--- src/rtl/assert_macros.svh ---
// Assertion macros shared by the RTL.
`ifndef ASSERT_MACROS_SVH
`define ASSERT_MACROS_SVH
`ifndef ASSERT_OFF
`define ASSERT_IMPL(label, prop, msg) \
    label: assert property (@(posedge i_clk) disable iff (!i_rst_n) prop) else $error(msg);
`define ASSERT_NEVER(label, cond, msg) \
    label: assert property (@(posedge i_clk) disable iff (!i_rst_n) !(cond)) else $error(msg);
`else
`define ASSERT_IMPL(label, prop, msg)
`define ASSERT_NEVER(label, cond, msg)
`endif
`endif

--- src/rtl/fcl_pkg.sv ---
package fcl_pkg;
    localparam int MAX_IN       = 16;
    localparam int OUT_FEATURES = 16;
    localparam int IW = $clog2(MAX_IN);
    localparam int OW = $clog2(OUT_FEATURES);
    localparam int ACC_W = 40;
    localparam int DIGIT = 4;
    localparam int NDIG = 16 / DIGIT;

    typedef enum logic [1:0] {
        FN_WEIGHT = 2'd0,
        FN_BIAS   = 2'd1,
        FN_DATA   = 2'd2,
        FN_NONE   = 2'd3
    } t_func;

    typedef enum logic [2:0] {
        ST_IDLE,
        ST_RD,
        ST_MAC,
        ST_OUT_RD,
        ST_OUT
    } t_state;

    localparam logic [0:0] REG_IN  = 1'd0;
    localparam logic [0:0] REG_OUT = 1'd1;

    function automatic logic [4:0] clamp_cnt(input logic [4:0] v, input logic [4:0] hi);
        if (v == 5'd0) return 5'd1;
        if (v > hi) return hi;
        return v;
    endfunction
endpackage

--- src/rtl/fcl_serial_mac.sv ---
// Digit-serial signed 16x16 multiply-accumulate: one 4-bit digit of x per cycle.
module fcl_serial_mac
    import fcl_pkg::*;
(
    input  logic                    i_clk,
    input  logic                    i_load,
    input  logic signed [15:0]      i_x,
    input  logic signed [15:0]      i_w,
    input  logic signed [ACC_W-1:0] i_acc,
    output logic signed [ACC_W-1:0] o_acc
);
    logic [15:0]              r_x;
    logic signed [15:0]       r_w;
    logic [$clog2(NDIG)-1:0]  r_dig;
    logic signed [ACC_W-1:0]  r_acc;
    logic signed [20:0]       pp;
    logic signed [ACC_W-1:0]  pp_s;

    always_comb begin
        if (r_dig == NDIG - 1)
            pp = r_w * $signed({r_x[DIGIT-1], r_x[DIGIT-1:0]});
        else
            pp = r_w * $signed({1'b0, r_x[DIGIT-1:0]});
        pp_s = ACC_W'(pp) <<< (DIGIT * r_dig);
    end

    always_ff @(posedge i_clk) begin
        if (i_load) begin
            r_x   <= i_x;
            r_w   <= i_w;
            r_dig <= '0;
            r_acc <= i_acc;
        end else begin
            r_x   <= r_x >> DIGIT;
            r_dig <= r_dig + 1'b1;
            r_acc <= r_acc + pp_s;
        end
    end

    assign o_acc = r_acc;
endmodule

--- config.mk ---
export PLATFORM = sky130hd
export DESIGN_NAME = fcl_serial_mac
export DESIGN_NICKNAME = d
export VERILOG_FILES = /design/src/rtl/assert_macros.svh /design/src/rtl/fcl_pkg.sv /design/src/rtl/fcl_serial_mac.sv
export SDC_FILE = /design/constraint.sdc
export NUM_CORES = 1
export LEC_CHECK = 0
export ABC_AREA = 1
export BUFFER_PORTS_ARGS = -buffer_cell sky130_fd_sc_hd__buf_2
export CORE_MARGIN = 4
export CORE_UTILIZATION = 60
export DETAILED_ROUTE_END_ITERATION = 7
export GPL_ROUTABILITY_DRIVEN = 0
export PLACE_DENSITY = 0.86
export SLEW_MARGIN = 25
export SYNTH_ARGS = -nofsm -noshare
export SYNTH_HDL_FRONTEND = slang
export SYNTH_SLANG_ARGS = --single-unit
--- constraint.sdc ---
create_clock -name i_clk -period 11.65 [get_ports i_clk]
set_input_delay 1.7475 -clock i_clk [delete_from_list [all_inputs] [get_ports i_clk]]
set_output_delay 1.7475 -clock i_clk [all_outputs]
set_load 0.05 [all_outputs]
==> flow_summary.yaml, run 1 <==
sta:
  period_share_pct: 61.65
  period_needed_ns: 7.182
  whs_ns: 0.4135
  rsz0062_at_grt: "false"
  clock_skew_ns: 0.01440
  drv_slew: 0
  finalHoldViolations: 0
  max_freq_mhz: 139.2
  setup_viol: 0
  relSlewSlack_pct: 32.56
  max_slew.worst_pin.slew_ns: 1.010
  layout_setup_ws_ns: 4.468
  fin_tns_setup_ns: 0
pwr:
  vdd_drop_max_mv: 0.2512
  p_leak_nw: 6.602
  powerDensity_nw_per_um2: 268.8
critical_path:
  slowest_stage: "dfxtp_1"
  max_stage_delay_ns: 0.73
  crit_arrival_ns: 7.48
  end_kind: "flop"
  r2r_end: "o_acc[38]"
  required_ns: 11.95
  cp-start-kind: "flop"
  path_max_fanout: 17
  crit_path_frequent_cell: "inv_1"
  reg2reg_from: "r_x[3]"
  path_class: "reg2reg"
  ff2ff_path_depth: 32
  cp_num_buf_inv: 6
  path_delay_family: "simple AND/OR/NAND/NOR gates"
  r2r_setup_slack_ns: 4.47
yosys:
  yosys.area_share.simple_pct: 32.76
  synth_common_cells: "nand2_1 (460), inv_1 (270), nand3_1 (129)"
  muxShareOfSynthArea_pct: 0
  ys_seq_elements: 74
  synth_most_common_cell: "nand2_1"
  synth_compound_area_share_pct: 12.72
  synth_seq_area_share_pct: 15.75
  synthXorXnorAreaFrac_pct: 0.7562
  synth_nets: 1868
  syn_avg_cell_area_sq_um: 6.458
  synth_edf_count: 16
  synth_top_family_by_area: "simple AND/OR/NAND/NOR gates"
  synth_area_leaders: "nand2_1 (17%), ha_1 (14%), fa_1 (13%)"
  synth_top_area_cell: "nand2_1"
  synth.distinct_cells: 50
  synthCells: 1614
  ys_warn_count: 0
  synthAdderAreaFrac_pct: 26.43
  async_reset_ff_share_pct: 0
  synth_flop_cell: "dfxtp_1"
  yosys.area.top_type_share_pct: 16.56
  netlist_area_sq_um: 10420
routing:
  ant_nets: 0
  totalWireLength_microns: 28800
  drtIter0Drc: 1092
  vias_per_cell: 5.583
  wl_per_cell_microns: 14.88
  num_vias: 10800
  firstDrtPassIters: 6
  drc: 0
cts:
  cts_hold_buf: 0
  clk_latency_ns: 0.36
  post_cts_buffers: 0
  clock_sinks: 74
  htree_levels: 3
  ctsResizeCount: 0
  cts_tree: "done"
  ctsLongestPathBuffers: 2
  clk_pin_slew_ns: 0.07
  cts_buffers: 9
  cts_root_buf: "clkbuf_16"
layout:
  drive_above_1_share_pct: 11.66
  area_delta_synth_final_pct: 9.842
  instances_no_fill: 1935
  nets: 1964
  n_antenna_cell: 0
  fin_util_pct: 68.08
global_routing:
  grt_pass1_wl_microns: 47640
  grt_pass1_vias: 10210
  track_usage_pct: 29.36
  antenna_found_initial: 1
  grt_overflow_total: 0
  grt_max_degree: 83
floorplanning:
  fp.dieH_microns: 139.8
  die_width_microns: 139.8
  dieArea_sq_um: 19550
  start_util_pct: 61.98
  core_sq_um: 16820
  std_cell_rows: 47
  io-pin-count: 114
placed_design:
  portBuffers: 113
  hpwl_microns: 23620
  post-place-ws_ns: 4.717
  dp.cells: 1919
hold_path:
  hold_path_end: "r_x[8]"
  hold_depth: 2
  hold_path_class: "reg2reg"
  worstHoldStart: "r_x[12]"
outcome:
  outcome: "finished, final reports clean"
job:
  cap_violations: 0
cells in the final DEF, fill, tap and decap left out, types with 6 or more instances in the layout:
cell type,n
nand2_1,460
inv_1,270
nand3_1,129
nor2_1,128
ha_1,113
buf_2,113
a21oi_1,90
o21ai_0,68
fa_1,67
dfxtp_1,58
o21ai_1,19
inv_2,16
edfxtp_1,16
nand4_1,14
o21bai_1,13
or2_2,12
a21o_1,11
nand2_2,10
or2_1,9
clkbuf_16,9
nor3_1,8
nor2_2,7
o21ai_2,6
xnor2_1,6
state kept, by name, indices dropped and copies added, names as in the netlist:
name,cells
r_x,16
o_acc,40
r_w,16
r_dig,2
where the power goes:
group | switching [mW] | internal (mW) | total (mW)
clock | 0.131 | 0.150 | 0.281
sequential | 0.0680 | 0.345 | 0.413
combinational | 1.63 | 0.755 | 2.38
total | 1.83 | 1.25 | 3.08
layout make-up:
class,instances,area (sq um)
clock buffer,9,225.2
clock inverter,7,63.81
fill,1482,5369
inverter,288,1081
tap,220,275.3
multi-input combinational,1221,7575
sequential,74,1642
timing repair buffer,116,588.1
kinds of logic (layout without fill, tap and decap cells):
group / after synthesis / after routing
and+or+nand+nor: 800 / 800
adders and majority gates: 180 / 180
xor gates and xnor gates: 9 / 9
buffers and inverters: 319 / 420
AOI/OAI and AO/OA: 232 / 232
DFF: 74 / 74
worst register-to-register path: cells and delay by family (launching register included):
kind | cells | cell delay (ns)
AOI/OAI and AO/OA | 4 | 0.52
adders and majority gates | 6 | 2.47
buffers and inverters | 6 | 0.88
DFF | 1 | 0.73
and+or+nand+nor | 16 | 2.53
how the worst max path moves through the flow:
stage / start / to / depth (start not counted)
floorplan: r_x[3] / o_acc[39] / 33
CTS: r_x[3] / o_acc[37] / 32
finish: r_x[3] / o_acc[38] / 32
global placement: r_x[3] / o_acc[37] / 30
global route: r_x[3] / o_acc[38] / 32
detailed placement: r_x[3] / o_acc[37] / 31
routing by layer:
layer | track usage, % | vias up | part of all wire, %
met5 | 0 | - | 0.028
met4 | 8.618 | 2 | 2.7
met1 | 39.97 | 4868 | 43
li1 | - | 5319 | -
met2 | 46.80 | 537 | 44
met3 | 6.758 | 78 | 10
through the flow:
stage	power, mW	cell area (sq um)
after global placement	2.674	11160
after CTS	3.020	11450
after floorplan	2.176	10420
after global routing	3.357	11450
final	3.078	11450
after detailed placement	2.719	11160
(Power assumes the default switching activity.)
==> inputs of run 2 (changes only) <==
Settings changed: ABC_AREA 1 to 0, CORE_UTILIZATION 60 to 55, PLACE_DENSITY 0.86 to 0.84.
Clock period 11.65 ns to 6.6 ns, I/O delays scaled along.
==> flow_summary.yaml, run 2 <==
sta:
  clock_skew_ns: 0.01032
  drv_slew: 0
  fin_tns_setup_ns: -1.393
  max_freq_mhz: 146.1
  period_needed_ns: 6.845
  finalHoldViolations: 0
  relSlewSlack_pct: 21.14
  layout_setup_ws_ns: -0.2452
  max_slew.worst_pin.slew_ns: 1.181
  setup_viol: 11
  rsz0062_at_grt: "true"
  period_share_pct: 103.7
critical_path:
  slowest_stage: "fa_1"
  path_class: "reg2reg"
  crit_arrival_ns: 7.14
  cp_num_buf_inv: 5
  path_delay_family: "compound AO/OA/AOI/OAI gates"
  max_stage_delay_ns: 0.57
  crit_path_frequent_cell: "a21o_1"
  end_kind: "flop"
  path_max_fanout: 5
  required_ns: 6.89
  cp-start-kind: "flop"
routing:
  drc: 0
  ant_nets: 0
  num_vias: 9722
  vias_per_cell: 6.260
  wl_per_cell_microns: 20.31
  drtIter0Drc: 1057
  totalWireLength_microns: 31540
  firstDrtPassIters: 6
yosys:
  synth_most_common_cell: "inv_1"
  syn_avg_cell_area_sq_um: 8.391
  async_reset_ff_share_pct: 0
  synthCells: 1116
  synth_common_cells: "inv_1 (116), ha_1 (113), nand2_1 (111)"
  synth_edf_count: 16
  ys_warn_count: 0
  synth_seq_area_share_pct: 17.53
  netlist_area_sq_um: 9364
  synth_area_leaders: "ha_1 (15%), fa_1 (14%), dfxtp_1 (12%)"
  synth_flop_cell: "dfxtp_1"
  ys_seq_elements: 74
  synth.distinct_cells: 73
  synth_nets: 1370
  synth_top_area_cell: "ha_1"
  yosys.area.top_type_share_pct: 15.10
floorplanning:
  fp.dieH_microns: 138.5
  std_cell_rows: 47
  die_width_microns: 138.5
  core_sq_um: 16640
  start_util_pct: 56.27
  io-pin-count: 114
  dieArea_sq_um: 19180
layout:
  drive_above_1_share_pct: 31.36
  nets: 1582
  area_delta_synth_final_pct: 31.39
  largest_register_ffs: 40
  final_common_cell: "buf_4"
  instances_no_fill: 1553
  n_antenna_cell: 0
  final_cell_mix: "buf_4 (115), inv_1 (113), buf_2 (112)"
global_routing:
  grt_pass1_wl_microns: 42460
  antenna_found_initial: 1
  track_usage_pct: 26.53
  grt_max_degree: 60
  grt_overflow_total: 0
  grt_pass1_vias: 9139
cts:
  clock_sinks: 74
  ctsLongestPathBuffers: 2
  cts_tree: "done"
  clk_pin_slew_ns: 0.06
  htree_levels: 3
  cts_buffers: 9
  clk_latency_ns: 0.36
  cts_root_buf: "clkbuf_16"
outcome:
  violations: "negative setup slack"
  outcome: "finished with violations"
placed_design:
  dp.cells: 1510
  portBuffers: 113
  post-place-ws_ns: -0.2834
  hpwl_microns: 20440
job:
  cap_violations: 0
hold_path:
  hold_path_class: "reg2reg"
-- run 2: changes by cell type in the layout (fill, tap and decap cells not counted), sizes merged, moves of 15 or more --
cell	before	now
a211oi	1	17
a21oi	93	56
and2	3	55
buf	116	237
inv	292	117
mux2	0	17
nand2	472	112
nand3	133	15
nor2	136	75
o21ai	93	76
o31ai	2	18
or2	23	8
xnor2	6	33
xor2	3	22
-- run 2: metrics by stage --
step	cell area (sq um)	util, %	hold WS [ns]
after floorplan	9366	-	0.4340
after global placement	10820	65.03	0.4355
after detailed placement	10820	65.03	0.4456
after CTS	11340	68.12	0.4513
after global routing	12300	73.93	0.4484
final	12300	73.93	0.4524
-- run 2: worst paths after layout --
check               start         to  slack, ns  cells past startpoint
hold / removal    r_x[15]    r_x[11]       0.45                      1
hold reg to reg   r_x[15]    r_x[11]       0.45                      1
setup reg to reg   r_x[2]  o_acc[27]      -0.25                     30
setup / recovery   r_x[2]  o_acc[27]      -0.25                     30
-- run 2: logic make-up after synthesis --
family | after synthesis | share of synthesized area [%]
compound gates | 268 | 18.68
simple gates | 350 | 18.43
mux | 32 | 4.182
fa+ha+maj | 180 | 29.42
flops | 74 | 17.53
buf+inv | 156 | 6.374
xor+xnor | 56 | 5.385
-- run 2: final cells by class --
class	count	area (sq um)
repair buffers	239	1622
clock inverters	3	45.04
well taps	220	275.3
clock buffers	13	260.3
multi-input cells	886	8005
inverters	118	446.7
flip-flops and latches	74	1649
fillers	1047	4339
-- run 2: repair_timing --
action                     4_1_cts  5_1_grt
gates resized for setup         43      137
setup buffers                    4       22
setup endpoints to repair       16       18
cloned                           0        2
pin swaps                       25       96
hold buffers                     0        0
-- run 2: layer usage --
layer / global-route usage (%) / vias to the layer above / part of all wire, %
li1: - / 4320 / -
met1: 33.01 / 4552 / 37
met2: 45.12 / 652 / 48
met3: 5.110 / 198 / 8.8
met4: 11.23 / 0 / 6.0
met5: 0 / - / 0
Power of run 2 is not shown: default switching activity piles up to over one toggle a cycle in this logic, so the estimate is an artifact.
